--- src/rtl/tne_pkg.sv ---
// Shared types and constants for the tile neighbourhood enumerator.
// No dependencies; imported by every module of the block.
`timescale 1ns / 1ps
`default_nettype none

package tne_pkg;

   // Field widths fixed by the interface
   localparam int IDX_W      = 16;   // tile index
   localparam int SIDE_REG_W = 9;    // map_columns / map_rows registers
   localparam int EXT_W      = 2;    // x_extent / y_extent
   localparam int CNT_W      = 3;    // run position, vertical step (up to 7)
   localparam int TOT_W      = 6;    // results per transaction (up to 49)
   localparam int CMP_W      = 17;   // divider compare width
   localparam int AREA_W     = 2 * SIDE_REG_W;

   // Extent saturation limit
   localparam int MAX_EXTENT = 3;

   // Default for the largest grid side
   localparam int MAX_SIDE_DEFAULT = 256;

   // Reset value of both grid size registers
   localparam logic [SIDE_REG_W-1:0] MAP_SIDE_RESET = 9'd16;

   // Depth of the queue between front and back (power of two)
   localparam int QUEUE_DEPTH = 2;

   // Configuration register indexes
   localparam int CSR_INDEX_W = 1;
   localparam logic [CSR_INDEX_W-1:0] CSR_MAP_COLUMNS = 1'd0;
   localparam logic [CSR_INDEX_W-1:0] CSR_MAP_ROWS    = 1'd1;

   // One request as taken from the input channel
   typedef struct packed {
      logic [IDX_W-1:0] center_index;
      logic [EXT_W-1:0] x_extent;
      logic [EXT_W-1:0] y_extent;
      logic             include_center;
   } item_type;

   // Classified request handed from front to back
   typedef struct packed {
      logic [IDX_W-1:0] center;
      logic [EXT_W-1:0] n_right;
      logic [EXT_W-1:0] n_left;
      logic [EXT_W-1:0] n_above;
      logic [EXT_W-1:0] n_below;
      logic             keep_center;
      logic             none;
      logic [TOT_W-1:0] total;
   } job_type;

   typedef enum logic [2:0] {
      FRONT_IDLE,
      FRONT_CHECK,
      FRONT_DIVIDE,
      FRONT_COUNT,
      FRONT_TOTAL,
      FRONT_PUSH
   } front_state_type;

   typedef enum logic [1:0] {
      BACK_IDLE,
      BACK_RUN,
      BACK_VERT,
      BACK_EMPTY
   } back_state_type;

endpackage

`default_nettype wire

--- src/rtl/tne_front.sv ---
// Front end: takes requests, locates the center in the grid with a
// bit-serial divider and works out the neighbour counts. Uses tne_pkg.
`timescale 1ns / 1ps
`default_nettype none

module tne_front import tne_pkg::*; #(
   parameter int MAX_SIDE = MAX_SIDE_DEFAULT
) (
   input  wire logic                  clock,
   input  wire logic                  reset,
   input  wire logic                  req_valid,
   output logic                       req_stall,
   input  wire item_type              req_item,
   input  wire logic [SIDE_REG_W-1:0] cols,
   input  wire logic [SIDE_REG_W-1:0] rows,
   output logic                       push_valid,
   input  wire logic                  push_full,
   output job_type                    push_job
);

   localparam int SIDE_W = $clog2(MAX_SIDE);
   localparam int STEP_W = (SIDE_W > 1) ? $clog2(SIDE_W) : 1;
   localparam logic [EXT_W-1:0] EXT_LIMIT = EXT_W'(MAX_EXTENT);

   front_state_type state_ff, state_in;

   logic               buf_valid_ff;
   item_type           buf_item_ff;
   logic [AREA_W-1:0]  area_ff;

   logic [IDX_W-1:0]   center_ff;
   logic [EXT_W-1:0]   xe_ff, ye_ff;
   logic               keep_ff;
   logic               none_ff;
   logic [IDX_W-1:0]   rem_ff;
   logic [SIDE_W-1:0]  quo_ff;
   logic [STEP_W-1:0]  step_ff;
   logic [EXT_W-1:0]   nr_ff, nl_ff, na_ff, nb_ff;
   logic [TOT_W-1:0]   total_ff;

   logic               take;
   logic               req_accept;
   logic               in_grid;
   logic [CMP_W-1:0]   shifted;
   logic [CMP_W-1:0]   rem_wide;
   logic               ge;
   logic [SIDE_REG_W-1:0] col, row, right_room, below_room;
   logic [CNT_W-1:0]   run_cnt, vert_cnt;
   logic [TOT_W-1:0]   area_cnt;

   // Input buffer accepts a new transaction while the previous one is worked on
   assign take       = (state_ff == FRONT_IDLE) && buf_valid_ff;
   assign req_stall  = buf_valid_ff && !take;
   assign req_accept = req_valid && !req_stall;

   always_ff @(posedge clock) begin
      if (reset) begin
         buf_valid_ff <= 1'b0;
      end else if (req_accept) begin
         buf_valid_ff <= 1'b1;
      end else if (take) begin
         buf_valid_ff <= 1'b0;
      end
   end

   always_ff @(posedge clock) begin
      if (req_accept) begin
         buf_item_ff <= req_item;
      end
   end

   // Grid area, tracked every cycle from the size registers
   always_ff @(posedge clock) begin
      area_ff <= AREA_W'(cols) * AREA_W'(rows);
   end

   assign in_grid = AREA_W'(center_ff) < area_ff;

   // One quotient bit per cycle
   assign shifted  = CMP_W'(cols) << step_ff;
   assign rem_wide = CMP_W'(rem_ff);
   assign ge       = rem_wide >= shifted;

   // Neighbour room on each side of the center
   assign col        = SIDE_REG_W'(rem_ff);
   assign row        = SIDE_REG_W'(quo_ff);
   assign right_room = cols - SIDE_REG_W'(1) - col;
   assign below_room = rows - SIDE_REG_W'(1) - row;

   assign run_cnt  = CNT_W'(1) + CNT_W'(nr_ff) + CNT_W'(nl_ff);
   assign vert_cnt = CNT_W'(na_ff) + CNT_W'(nb_ff);
   assign area_cnt = TOT_W'(run_cnt) * TOT_W'(vert_cnt);

   // State register
   always_ff @(posedge clock) begin
      if (reset) begin
         state_ff <= FRONT_IDLE;
      end else begin
         state_ff <= state_in;
      end
   end

   // Next state and outputs
   always_comb begin
      state_in   = state_ff;
      push_valid = 1'b0;
      case (state_ff)
         FRONT_IDLE: begin
            if (buf_valid_ff) begin
               state_in = FRONT_CHECK;
            end
         end
         FRONT_CHECK: begin
            state_in = in_grid ? FRONT_DIVIDE : FRONT_PUSH;
         end
         FRONT_DIVIDE: begin
            if (step_ff == '0) begin
               state_in = FRONT_COUNT;
            end
         end
         FRONT_COUNT: begin
            state_in = FRONT_TOTAL;
         end
         FRONT_TOTAL: begin
            state_in = FRONT_PUSH;
         end
         FRONT_PUSH: begin
            push_valid = 1'b1;
            if (!push_full) begin
               state_in = FRONT_IDLE;
            end
         end
         default: begin
            state_in = FRONT_IDLE;
         end
      endcase
   end

   // Working registers
   always_ff @(posedge clock) begin
      case (state_ff)
         FRONT_IDLE: begin
            if (buf_valid_ff) begin
               center_ff <= buf_item_ff.center_index;
               xe_ff     <= (buf_item_ff.x_extent > EXT_LIMIT) ? EXT_LIMIT
                                                               : buf_item_ff.x_extent;
               ye_ff     <= (buf_item_ff.y_extent > EXT_LIMIT) ? EXT_LIMIT
                                                               : buf_item_ff.y_extent;
               keep_ff   <= buf_item_ff.include_center;
            end
         end
         FRONT_CHECK: begin
            none_ff <= !in_grid;
            rem_ff  <= center_ff;
            quo_ff  <= '0;
            step_ff <= STEP_W'(SIDE_W - 1);
         end
         FRONT_DIVIDE: begin
            if (ge) begin
               rem_ff <= IDX_W'(rem_wide - shifted);
            end
            quo_ff  <= (quo_ff << 1) | SIDE_W'(ge);
            step_ff <= step_ff - STEP_W'(1);
         end
         FRONT_COUNT: begin
            nr_ff <= (right_room < SIDE_REG_W'(xe_ff)) ? EXT_W'(right_room) : xe_ff;
            nl_ff <= (col < SIDE_REG_W'(xe_ff)) ? EXT_W'(col) : xe_ff;
            na_ff <= (row < SIDE_REG_W'(ye_ff)) ? EXT_W'(row) : ye_ff;
            nb_ff <= (below_room < SIDE_REG_W'(ye_ff)) ? EXT_W'(below_room) : ye_ff;
         end
         FRONT_TOTAL: begin
            total_ff <= area_cnt + TOT_W'(keep_ff) + TOT_W'(nr_ff) + TOT_W'(nl_ff);
            none_ff  <= (area_cnt == '0) && !keep_ff && (nr_ff == '0) && (nl_ff == '0);
         end
         default: begin
            none_ff <= none_ff;
         end
      endcase
   end

   always_comb begin
      push_job.center      = center_ff;
      push_job.n_right     = nr_ff;
      push_job.n_left      = nl_ff;
      push_job.n_above     = na_ff;
      push_job.n_below     = nb_ff;
      push_job.keep_center = keep_ff;
      push_job.none        = none_ff;
      push_job.total       = total_ff;
   end

endmodule

`default_nettype wire

--- src/rtl/tne_queue.sv ---
// Short queue of classified transactions between front and back.
// Uses job_type and QUEUE_DEPTH from tne_pkg.
`timescale 1ns / 1ps
`default_nettype none

module tne_queue import tne_pkg::*; (
   input  wire logic    clock,
   input  wire logic    reset,
   input  wire logic    push_valid,
   output logic         push_full,
   input  wire job_type push_job,
   output logic         pop_valid,
   input  wire logic    pop_ready,
   output job_type      pop_job
);

   localparam int PTR_W   = $clog2(QUEUE_DEPTH);
   localparam int COUNT_W = $clog2(QUEUE_DEPTH + 1);

   job_type            slot_ff [QUEUE_DEPTH];
   logic [PTR_W-1:0]   wr_ptr_ff, rd_ptr_ff;
   logic [COUNT_W-1:0] count_ff;
   logic               do_push, do_pop;

   assign push_full = (count_ff == COUNT_W'(QUEUE_DEPTH));
   assign pop_valid = (count_ff != '0);
   assign do_push   = push_valid && !push_full;
   assign do_pop    = pop_valid && pop_ready;
   assign pop_job   = slot_ff[rd_ptr_ff];

   // Pointers wrap naturally since the depth is a power of two
   always_ff @(posedge clock) begin
      if (reset) begin
         wr_ptr_ff <= '0;
         rd_ptr_ff <= '0;
         count_ff  <= '0;
      end else begin
         if (do_push) begin
            wr_ptr_ff <= wr_ptr_ff + PTR_W'(1);
         end
         if (do_pop) begin
            rd_ptr_ff <= rd_ptr_ff + PTR_W'(1);
         end
         if (do_push && !do_pop) begin
            count_ff <= count_ff + COUNT_W'(1);
         end else if (do_pop && !do_push) begin
            count_ff <= count_ff - COUNT_W'(1);
         end
      end
   end

   always_ff @(posedge clock) begin
      if (do_push) begin
         slot_ff[wr_ptr_ff] <= push_job;
      end
   end

endmodule

`default_nettype wire

--- src/rtl/tne_back.sv ---
// Back end: walks the row run and the vertical neighbours of each run tile,
// one tile per cycle unless stalled, into the output register. Uses tne_pkg.
`timescale 1ns / 1ps
`default_nettype none

module tne_back import tne_pkg::*; (
   input  wire logic                  clock,
   input  wire logic                  reset,
   input  wire logic [SIDE_REG_W-1:0] cols,
   input  wire logic                  pop_valid,
   output logic                       pop_ready,
   input  wire job_type               pop_job,
   output logic                       rsp_valid,
   input  wire logic                  rsp_stall,
   output logic [IDX_W-1:0]           rsp_tile_index,
   output logic                       rsp_no_tile,
   output logic                       rsp_last
);

   back_state_type state_ff, state_in;

   job_type          job_ff;
   logic [CNT_W-1:0] j_ff, v_ff;
   logic [IDX_W-1:0] rt_ff, tile_ff;
   logic [TOT_W-1:0] rem_ff;

   logic             rsp_valid_ff;
   logic [IDX_W-1:0] rsp_tile_index_ff;
   logic             rsp_no_tile_ff;
   logic             rsp_last_ff;

   logic             out_free;
   logic             advance;
   logic             c_emit;
   logic [IDX_W-1:0] c_tile;
   logic             c_none;
   logic             c_last;

   logic [IDX_W-1:0] col_step;
   logic [CNT_W-1:0] run_end, vert_end, n_right, n_above;
   logic             run_done, vert_done;
   logic [IDX_W-1:0] run_next_tile, rt_next;

   assign col_step  = IDX_W'(cols);
   assign n_right   = CNT_W'(job_ff.n_right);
   assign n_above   = CNT_W'(job_ff.n_above);
   assign run_end   = CNT_W'(job_ff.n_right) + CNT_W'(job_ff.n_left);
   assign vert_end  = CNT_W'(job_ff.n_above) + CNT_W'(job_ff.n_below) - CNT_W'(1);
   assign run_done  = (j_ff == run_end);
   assign vert_done = (v_ff == vert_end);

   // Next tile of the run: right of center, then jump to center-1, then leftward
   assign run_next_tile = (j_ff < n_right)  ? tile_ff + IDX_W'(1) :
                          (j_ff == n_right) ? job_ff.center - IDX_W'(1) :
                                              tile_ff - IDX_W'(1);
   assign rt_next       = (j_ff < n_right)  ? rt_ff + IDX_W'(1) :
                          (j_ff == n_right) ? job_ff.center - IDX_W'(1) :
                                              rt_ff - IDX_W'(1);

   assign out_free = !rsp_valid_ff || !rsp_stall;

   // State register
   always_ff @(posedge clock) begin
      if (reset) begin
         state_ff <= BACK_IDLE;
      end else begin
         state_ff <= state_in;
      end
   end

   // Next state and current candidate result
   always_comb begin
      state_in  = state_ff;
      pop_ready = 1'b0;
      advance   = 1'b0;
      c_emit    = 1'b0;
      c_tile    = tile_ff;
      c_none    = 1'b0;
      case (state_ff)
         BACK_IDLE: begin
            pop_ready = 1'b1;
            if (pop_valid) begin
               state_in = pop_job.none ? BACK_EMPTY : BACK_RUN;
            end
         end
         BACK_RUN: begin
            advance = out_free;
            c_emit  = (j_ff != '0) || job_ff.keep_center;
            if (out_free && run_done) begin
               state_in = (vert_end == {CNT_W{1'b1}}) ? BACK_IDLE : BACK_VERT;
            end
         end
         BACK_VERT: begin
            advance = out_free;
            c_emit  = 1'b1;
            if (out_free && vert_done && run_done) begin
               state_in = BACK_IDLE;
            end
         end
         BACK_EMPTY: begin
            advance = out_free;
            c_emit  = 1'b1;
            c_tile  = '0;
            c_none  = 1'b1;
            if (out_free) begin
               state_in = BACK_IDLE;
            end
         end
         default: begin
            state_in = BACK_IDLE;
         end
      endcase
   end

   assign c_last = (rem_ff == TOT_W'(1));

   // Walk registers; j_ff is reused as the run position in the vertical phase
   always_ff @(posedge clock) begin
      case (state_ff)
         BACK_IDLE: begin
            if (pop_valid) begin
               job_ff  <= pop_job;
               j_ff    <= '0;
               tile_ff <= pop_job.center;
               rem_ff  <= pop_job.none ? TOT_W'(1) : pop_job.total;
            end
         end
         BACK_RUN: begin
            if (advance) begin
               if (c_emit) begin
                  rem_ff <= rem_ff - TOT_W'(1);
               end
               if (run_done) begin
                  j_ff    <= '0;
                  v_ff    <= '0;
                  rt_ff   <= job_ff.center;
                  tile_ff <= (n_above != '0) ? job_ff.center - col_step
                                             : job_ff.center + col_step;
               end else begin
                  j_ff    <= j_ff + CNT_W'(1);
                  tile_ff <= run_next_tile;
               end
            end
         end
         BACK_VERT: begin
            if (advance) begin
               rem_ff <= rem_ff - TOT_W'(1);
               if (vert_done) begin
                  j_ff    <= j_ff + CNT_W'(1);
                  v_ff    <= '0;
                  rt_ff   <= rt_next;
                  tile_ff <= (n_above != '0) ? rt_next - col_step : rt_next + col_step;
               end else begin
                  v_ff <= v_ff + CNT_W'(1);
                  if (v_ff + CNT_W'(1) == n_above) begin
                     tile_ff <= rt_ff + col_step;
                  end else if (v_ff + CNT_W'(1) < n_above) begin
                     tile_ff <= tile_ff - col_step;
                  end else begin
                     tile_ff <= tile_ff + col_step;
                  end
               end
            end
         end
         BACK_EMPTY: begin
            if (advance) begin
               rem_ff <= rem_ff - TOT_W'(1);
            end
         end
         default: begin
            rem_ff <= rem_ff;
         end
      endcase
   end

   // Output register: load whenever it is empty or being taken
   always_ff @(posedge clock) begin
      if (reset) begin
         rsp_valid_ff <= 1'b0;
      end else if (out_free) begin
         rsp_valid_ff <= advance && c_emit;
      end
   end

   always_ff @(posedge clock) begin
      if (out_free && advance && c_emit) begin
         rsp_tile_index_ff <= c_tile;
         rsp_no_tile_ff    <= c_none;
         rsp_last_ff       <= c_last;
      end
   end

   assign rsp_valid      = rsp_valid_ff;
   assign rsp_tile_index = rsp_tile_index_ff;
   assign rsp_no_tile    = rsp_no_tile_ff;
   assign rsp_last       = rsp_last_ff;

endmodule

`default_nettype wire

--- src/rtl/tile_neighbourhood_enumerator.sv ---
// Tile neighbourhood enumerator. For each request (center tile, extents,
// include-center flag) the block lists the row run around the center and then
// the tiles above and below each run tile, one result per cycle while the
// result side does not stall, with last set on the final one; an out-of-grid
// center or an empty area gives one no_tile result. A front end locates the
// center with a bit-serial divider, one quotient bit per cycle, and waits on a
// full queue. Its input buffer takes the next request while one is in
// progress. A two-entry queue feeds the back end. The back end loads a request
// and then steps through the run positions and the vertical positions, and
// holds while the result side stalls. The back end sets the sustained rate for
// large areas, the front end for small areas and off-grid centers.
// map_columns and map_rows must be written only while the block is idle;
// values of 0 act as 1 and values above MAX_SIDE as MAX_SIDE.
// Depends on tne_pkg, tne_front, tne_queue and tne_back.
`timescale 1ns / 1ps
`default_nettype none

module tile_neighbourhood_enumerator import tne_pkg::*; #(
   parameter int MAX_SIDE = MAX_SIDE_DEFAULT
) (
   input  wire logic                   clock,
   input  wire logic                   reset,
   input  wire logic                   req_valid,
   output logic                        req_stall,
   input  wire logic [IDX_W-1:0]       req_center_index,
   input  wire logic [EXT_W-1:0]       req_x_extent,
   input  wire logic [EXT_W-1:0]       req_y_extent,
   input  wire logic                   req_include_center,
   output logic                        rsp_valid,
   input  wire logic                   rsp_stall,
   output logic [IDX_W-1:0]            rsp_tile_index,
   output logic                        rsp_no_tile,
   output logic                        rsp_last,
   input  wire logic                   csr_write,
   input  wire logic [CSR_INDEX_W-1:0] csr_index,
   input  wire logic [SIDE_REG_W-1:0]  csr_data
);

   localparam logic [SIDE_REG_W-1:0] SIDE_LIMIT = SIDE_REG_W'(MAX_SIDE);

   logic [SIDE_REG_W-1:0] map_columns_ff, map_rows_ff;
   logic [SIDE_REG_W-1:0] cols, rows;
   item_type              req_item;
   logic                  push_valid, push_full;
   job_type               push_job;
   logic                  pop_valid, pop_ready;
   job_type               pop_job;

   // Grid size registers
   always_ff @(posedge clock) begin
      if (reset) begin
         map_columns_ff <= MAP_SIDE_RESET;
         map_rows_ff    <= MAP_SIDE_RESET;
      end else if (csr_write) begin
         case (csr_index)
            CSR_MAP_COLUMNS: map_columns_ff <= csr_data;
            CSR_MAP_ROWS:    map_rows_ff    <= csr_data;
            default:         map_rows_ff    <= map_rows_ff;
         endcase
      end
   end

   // Clamp grid sides into 1..MAX_SIDE
   assign cols = (map_columns_ff == '0)       ? SIDE_REG_W'(1) :
                 (map_columns_ff > SIDE_LIMIT) ? SIDE_LIMIT : map_columns_ff;
   assign rows = (map_rows_ff == '0)          ? SIDE_REG_W'(1) :
                 (map_rows_ff > SIDE_LIMIT)    ? SIDE_LIMIT : map_rows_ff;

   always_comb begin
      req_item.center_index   = req_center_index;
      req_item.x_extent       = req_x_extent;
      req_item.y_extent       = req_y_extent;
      req_item.include_center = req_include_center;
   end

   tne_front #(
      .MAX_SIDE(MAX_SIDE)
   ) u_front (
      .clock      (clock),
      .reset      (reset),
      .req_valid  (req_valid),
      .req_stall  (req_stall),
      .req_item   (req_item),
      .cols       (cols),
      .rows       (rows),
      .push_valid (push_valid),
      .push_full  (push_full),
      .push_job   (push_job)
   );

   tne_queue u_queue (
      .clock      (clock),
      .reset      (reset),
      .push_valid (push_valid),
      .push_full  (push_full),
      .push_job   (push_job),
      .pop_valid  (pop_valid),
      .pop_ready  (pop_ready),
      .pop_job    (pop_job)
   );

   tne_back u_back (
      .clock          (clock),
      .reset          (reset),
      .cols           (cols),
      .pop_valid      (pop_valid),
      .pop_ready      (pop_ready),
      .pop_job        (pop_job),
      .rsp_valid      (rsp_valid),
      .rsp_stall      (rsp_stall),
      .rsp_tile_index (rsp_tile_index),
      .rsp_no_tile    (rsp_no_tile),
      .rsp_last       (rsp_last)
   );

endmodule

`default_nettype wire
--- config.mk ---
export PLATFORM = sky130hd
export DESIGN_NAME = tile_neighbourhood_enumerator
export DESIGN_NICKNAME = d
export VERILOG_FILES = /design/src/rtl/tne_pkg.sv /design/src/rtl/tne_front.sv /design/src/rtl/tne_queue.sv /design/src/rtl/tne_back.sv /design/src/rtl/tile_neighbourhood_enumerator.sv
export SDC_FILE = /design/constraint.sdc
export NUM_CORES = 1
export LEC_CHECK = 0
export BUFFER_PORTS_ARGS = -buffer_cell sky130_fd_sc_hd__buf_4
export CORE_ASPECT_RATIO = 1.2
export CORE_MARGIN = 10
export CORE_UTILIZATION = 60
export CTS_BUF_LIST = sky130_fd_sc_hd__clkbuf_16
export CTS_CLUSTER_DIAMETER = 150
export CTS_CLUSTER_SIZE = 24
export DETAILED_ROUTE_END_ITERATION = 6
export PLACE_DENSITY = 0.77
export RECOVER_POWER = 50
export SLEW_MARGIN = 5
export SYNTH_ARGS = -nofsm -noshare
export SYNTH_HDL_FRONTEND = slang
export SYNTH_SLANG_ARGS = --single-unit
--- constraint.sdc ---
create_clock -name clock -period 6.3 [get_ports clock]
set_clock_uncertainty 0.15 [all_clocks]
set_input_delay 1.26 -clock clock [delete_from_list [all_inputs] [get_ports clock]]
set_output_delay 1.26 -clock clock [all_outputs]
set_load 0.02 [all_outputs]
# Word level (Yosys, flattened, before mapping)
# Memory sizes are Yosys's and may differ from the RTL's. A register that Yosys moved wholly into a read port is not among the register bits.
# Index checks and enable logic that the tools add are counted.
word_totals:
  register_bits: 218
  ram_bits: 64
  inputBits: 36
  out_inout_bits: 20
  word_cells: 254
  n_memories: 1
op_classes:
  addsub: 34
  n_mul: 2
  n_lt_le_gt_ge: 12
  n_eq_ne: 29
  shift: 1
  n_mux: 74
  bitwise_logic: 2
  reduce_logical: 58
mem_list:
  columns: ["name", "depth", "word_bits", "rd", "rd_clocked_by_memory_dff", "write_ports", "line_no", "text"]
  rows:
  - ["u_queue.slot_ff", 2, 32, 1, 1, 1, "tne_queue.sv:20", "job_type slot_ff [QUEUE_DEPTH];"]
op_table:
  columns: ["cell", "count"]
  rows:
  - ["2-to-1 mux 16 bit", 18]
  - ["adder 16 x 9 -> 16 bit", 4]
  - ["one-hot mux 16 bit (2 select lines)", 2]
  - ["one-hot mux 16 bit (3 select lines)", 1]
  - ["subtractor 16 x 1 -> 16 bit, second input constant", 3]
  - ["subtractor 16 x 9 -> 16 bit", 3]
  - ["2-to-1 mux 3 bit", 13]
  - ["2-to-1 mux 9 bit", 4]
  - ["adder 16 x 1 -> 16 bit, second input constant", 2]
  - ["2-to-1 mux 6 bit", 5]
  - ["less-than comparator 9 x 2 -> 1 bit", 3]
  - ["2-to-1 mux 2 bit", 12]
  - ["inequality test 2 x 1 -> 1 bit, second input constant", 12]
  - ["> comparator 9 bit, second input constant", 2]
  - ["zero test 9 bit", 2]
  - ["less-than comparator 16 x 18 -> 1 bit", 1]
  - ["multiplier 9 x 9 -> 18 bit", 1]
  - ["one-hot mux 3 bit (6 select lines)", 1]
  - ["one-hot mux 6 bit (3 select lines)", 1]
  - ["subtractor 9 x 1 -> 9 bit, second input constant", 2]
  - [">= comparator 16 x 17 -> 1 bit", 1]
  - ["<< shifter 9 x 3 -> 17 bit", 1]
  - ["logical AND 1 bit", 16]
  - ["one-hot mux 8 bit (2 select lines)", 1]
  - ["47 further kinds", 101]

# Logic depth before layout (Yosys ltp)
logic_depth:
  ltp_word: 9
  ltp_mapped: 23
  ltp_nobuf: 22

# Hierarchy
# From an unflattened synthesis, not the netlist that was laid out.
hier_totals:
  cells_unflattened: 2212
  hier_area_um2: 21345.5
modules_own_cells:
  columns: ["mod", "instances", "cells_per_inst", "area_each_um2", "seq_area_each_um2"]
  rows:
  - ["tne_back", 1, 1068, 9128.8, 2672.6]
  - ["tne_front", 1, 914, 8907.3, 2962.8]
  - ["tne_queue", 1, 125, 2528.7, 2021.9]
  - ["tile_neighbourhood_enumerator", 1, 105, 780.7, 360.3]

# Least setup slack after synthesis
# OpenSTA, ideal clock, no wires.
synth_path:
  path_type: "register to register"
  startpoint: "register map_columns_ff[7]"
  endpoint: "register u_front.area_ff[16]"
  setup_time_ns: 0.118
  arrival_time_ns: 4.960
  t_required_ns: 6.032
  slack_ns: 1.072
  stages_incl_launch_ff: 21
  path_buffers: 1
  period_less_slack_ns: 5.228
  cell_sequence: "dfxtp_1 clkbuf_1 nor4_1 a21oi_1 nor2_1 nand2_1 fa_1 fa_1 inv_1 fa_1 inv_1 fa_1 inv_1 ha_1 inv_1 a21oi_1 o21ai_0 a21oi_1 a41o_1 o41a_1 xor2_1"
synth_via:
  elab_chain_cells: 4
  elab_cells_between_ends: 5
  cone_classes: "mul (1); order compare (1); mux (2); reduce/logical (1)"
synth_rtl:
  columns: ["item", "line_no", "text"]
  rows:
  - ["from (decl)", "tile_neighbourhood_enumerator.sv:41", "logic [SIDE_REG_W-1:0] map_columns_ff, map_rows_ff;"]
  - ["from (signal assigned)", "tile_neighbourhood_enumerator.sv:56", "CSR_MAP_COLUMNS: map_columns_ff <= csr_data;"]
  - ["> comparator 9 bit", "tile_neighbourhood_enumerator.sv:65", "(map_columns_ff > SIDE_LIMIT) ? SIDE_LIMIT : map_columns_ff;"]
  - ["2-to-1 mux 9 bit", "tile_neighbourhood_enumerator.sv:65", null]
  - ["2-to-1 mux 9 bit *", "tile_neighbourhood_enumerator.sv:64", "assign cols = (map_columns_ff == '0) ? SIDE_REG_W'(1) :"]
  - ["multiplier 9 x 9 -> 18 bit *", "tne_front.sv:74", "area_ff <= AREA_W'(cols) * AREA_W'(rows);"]
  - ["to (signal assigned)", "tne_front.sv:74", null]
  - ["to (decl)", "tne_front.sv:29", "logic [AREA_W-1:0] area_ff;"]
# Mark *: on every way between the ends. The rest lies on a longest branch, timed or not.
# A chain may end at the register's enable or synchronous reset.

# Final worst setup path
layout_path:
  startpoint: "register map_rows_ff[8]"
  endpoint: "register u_front.area_ff[17]"
layout_via:
  elab_chain_cells: 4
  elab_cells_between_ends: 5
  cone_classes: "mul (1); order compare (1); mux (2); reduce/logical (1)"
layout_rtl:
  columns: ["item", "line_no", "text"]
  rows:
  - ["from (decl)", "tile_neighbourhood_enumerator.sv:41", null]
  - ["from (signal assigned)", "tile_neighbourhood_enumerator.sv:57", "CSR_MAP_ROWS: map_rows_ff <= csr_data;"]
  - ["from (signal assigned)", "tile_neighbourhood_enumerator.sv:58", "default: map_rows_ff <= map_rows_ff;"]
  - ["> comparator 9 bit", "tile_neighbourhood_enumerator.sv:67", "(map_rows_ff > SIDE_LIMIT) ? SIDE_LIMIT : map_rows_ff;"]
  - ["2-to-1 mux 9 bit", "tile_neighbourhood_enumerator.sv:67", null]
  - ["2-to-1 mux 9 bit *", "tile_neighbourhood_enumerator.sv:66", "assign rows = (map_rows_ff == '0) ? SIDE_REG_W'(1) :"]
  - ["multiplier 9 x 9 -> 18 bit *", "tne_front.sv:74", null]
# Marked as above.

==> flow_summary_export.csv <==
group,metric,value,unit
synthesis,async_flop_share,0,%
timing,setup_violations,0,
route,vias,16737,
cells_and_area,drive_gt1_share,6.51,%
clock_network,cts_sinks,283,
clock_network,cts_max_path_buffers,3,
grt,antenna_found_initial,0,
floorplan,row_count,75,
synthesis,yosysWarnings,0,
cells_and_area,diodes,0,
timing,slew_headroom,-14.7,%
critical_path,arrival,5.93,ns
floorplan,dieArea,43000,sq um
route,vias_per_cell,6.23,
timing,clock.fmax,177,MHz
power_and_ir_drop,p_per_area,474,nW/um^2
floorplan,die_x,191,um
critical_path,rrSetupSlack,0.66,ns
run_status,status,"finished with violations",
floorplan,initial_utilization,60.4,%
synthesis,ys_seq_area_share,38.1,%
route,firstDrtPassIters,6,
cells_and_area,nets,2497,
floorplan,num_io_pins,56,
route,drc_errors,0,
cells_and_area,layoutNonFillerInstCount,2688,
placed_design,gp_routability_congestion,1.02,
route,drt_iter0_markers,1390,
critical_path,r2r-end,"u_front.area_ff[17]",
route,ant_nets,0,
timing,rsz0062_at_grt,"false",
clock_network,post_cts_resized,0,
grt,grt_max_degree,41,
timing,final_max_slew_viol_count,128,
placed_design,io_buffers,55,
clock_network,ctsHoldBuffers,0,
cells_and_area,regArea,8020,sq um
power_and_ir_drop,power,10600,uW
critical_path,r2r_cells,18,
clock_network,cts_max_level,1,
synthesis,syn_area_per_cell,9.54,sq um
synthesis,synth_cell_types,78,
route,wirelength,60300,um
grt,grt_pass1_wl,92700,um
cells_and_area,finalInstanceArea,22300,sq um
min_path,holdPathEnd,"u_front.center_ff[5]",
clock_network,cts_tree,"yes",
synthesis,syn_area,21000,sq um
floorplan,core,34800,sq um
critical_path,crit_type,"register to register",
synthesis,postSynthCellCount,2206,
timing,setup_tns,0,ns
clock_network,cts_made_buffers,15,
run_status,violations,"capacitance limit, slew limit",
critical_path,cp.required,6.59,ns
route,avgRoutedWirePerCell,22.4,um
placed_design,dpl.cell_count,2662,
placed_design,post_dp_cell_area,21900,sq um
timing,worst_pin_slew,1.72,ns
min_path,min_path_cells,0,
critical_path,cp-start-kind,"register",
clock_network,cts-root-buf,"clkbuf_16",
cells_and_area,fillers,2888,
power_and_ir_drop,vdd.ir_drop.worst,292,uV
cells_and_area,final_common_cell,"edfxtp_1",
timing,period_minus_slack,5.64,ns
floorplan,chipHeight,225,um
critical_path,worstPathMaxFanout,13,
cells_and_area,multi_input_area,11900,sq um
grt,grt-ovfl-total,0,
synthesis,synth_seq_cells,283,
min_path,min_path_type,"register to register",
critical_path,crit_path_end_kind,"register",
placed_design,dp_hpwl,47200,um
grt,track_usage,27.7,%
synthesis,syn_nets,2486,
synthesis,ys_dominant_reg_cell,"edfxtp_1",
power_and_ir_drop,p_leak,0.00911,uW
timing,fin_crit_sh,89.5,%
critical_path,r2r-start,"map_rows_ff[8]",
cells_and_area,final_cell_mix,"edfxtp_1 (235), nand2_1 (208), inv_1 (200)",
clock_network,post_cts_buffers,0,
min_path,min_from,"u_front.buf_item_ff[10]",
flow_run,max_cap_violations,4,
cells_and_area,area.growth.synth_to_final,6.10,%
clock_network,clkTransAtPathRegs,0.11,ns
timing,finalHoldViolCount,0,
synthesis,synth_edf_count,235,
grt,grt_pass1_vias,16544,
clock_network,clk_latency,0.53,ns
==> cell type report <==
cell class              count  share of cell area, %
inverters                 198                   3.33
clock buffers              15                   1.68
multi-input cells        1633                   53.4
flip-flops and latches    283                   35.9
repair buffers             86                   2.81
clock inverters            11                  0.224
well taps                 462                   2.59
==> critical path: stages (launching register included) <==
cell and delay [ns]:
dfxtp_1 0.48, nor2b_1 0.84, nand2_1 0.17, fa_1 0.55
inv_1 0.06, fa_1 0.47, ha_1 0.29, inv_1 0.05
fa_1 0.58, inv_1 0.06, ha_1 0.28, a21o_1 0.17
a21o_1 0.19, a21oi_1 0.18, o21ai_0 0.21, a211oi_1 0.36
o31ai_1 0.13, a21oi_1 0.19, xnor2_1 0.13
==> state kept, by name, indices dropped and copies added, names as in the netlist, 8 cells and up, named ones only <==
register               count
map_columns_ff             9
u_front.center_ff         16
map_rows_ff                9
u_front.rem_ff            16
u_back.rsp_tile_index     16
u_back.tile_ff            16
u_queue.slot_ff           64
u_back.rt_ff              16
u_back.job_ff             25
u_front.quo_ff             8
u_front.area_ff           18
u_front.buf_item_ff       21
==> where the power goes <==
group          internal [uW]  leakage, uW  switching, uW
logic                   2300      0.00631           4020
registers               2670      0.00256            534
clock network            443     0.000237            617
total                   5420      0.00911           5170
==> worst max path at each step <==
stage | from | end | slack (ns) | depth (start not counted)
floorplan | map_columns_ff[7] | u_front.area_ff[16] | 1.07 | 20
global placement | map_rows_ff[8] | u_front.area_ff[16] | 0.72 | 17
detailed placement | map_rows_ff[8] | u_front.area_ff[17] | 0.65 | 18
CTS | map_rows_ff[8] | u_front.area_ff[17] | 0.58 | 18
global route | map_rows_ff[8] | u_front.area_ff[17] | 0.1 | 18
finish | map_rows_ff[8] | u_front.area_ff[17] | 0.66 | 18
==> metrics by stage <==
step                setup WS [ns]  hold WS [ns]  utilization [%]
global placement            0.717         0.251             63.0
floorplan                    1.07         0.250                -
global route               0.0988         0.283             64.1
finish                      0.662         0.276             64.1
CTS                         0.579         0.278             64.2
detailed placement          0.652         0.256             63.0
==> Yosys cell counts, drive strengths merged, types with 7 or more instances <==
cell type / n / area (sq um)
a211oi: 20 / 150
a21o: 31 / 233
a21oi: 135 / 679
a221oi: 10 / 87.6
a22oi: 7 / 57.6
a31oi: 15 / 93.8
and2: 25 / 156
and3: 20 / 125
buf: 19 / 90.1
clkbuf: 73 / 274
dfxtp: 48 / 961
edfxtp: 235 / 7060
fa: 65 / 1300
ha: 179 / 2240
inv: 192 / 721
mux2: 43 / 484
mux2i: 16 / 160
nand2: 208 / 781
nand2b: 43 / 269
nand3: 42 / 210
nand4: 12 / 75.1
nor2: 185 / 694
nor2b: 46 / 288
nor3: 55 / 280
nor4: 21 / 144
o211ai: 20 / 155
o21a: 16 / 120
o21ai: 116 / 584
o21bai: 12 / 90.1
o22ai: 12 / 75.1
o311ai: 7 / 61.3
o31ai: 13 / 97.6
or3: 21 / 131
or4: 9 / 71.3
xnor2: 97 / 857
xor2: 60 / 526
==> routing by layer <==
metal / vias to the layer above / global-route usage (%) / wire (um)
li1: 7820 / - / -
met1: 7998 / 31.9 / 22300
met2: 700 / 47.1 / 29300
met3: 219 / 3.19 / 3850
met4: 0 / 19.6 / 4840
met5: - / 0 / 0
==> cells by family (layout without fill, tap and decap cells) <==
group	Yosys count	after routing	synth area share, %
AND/OR/NAND/NOR	710	710	16.2
buffers and inverters	290	310	5.26
AO/OA/AOI/OAI	463	463	14.0
flip-flops	283	283	38.1
adder cells (fa/ha/maj)	244	244	16.8
XOR/XNOR	157	157	6.57
multiplexers	59	59	3.06
No activity file was read; power rests on OpenSTA's default activity.
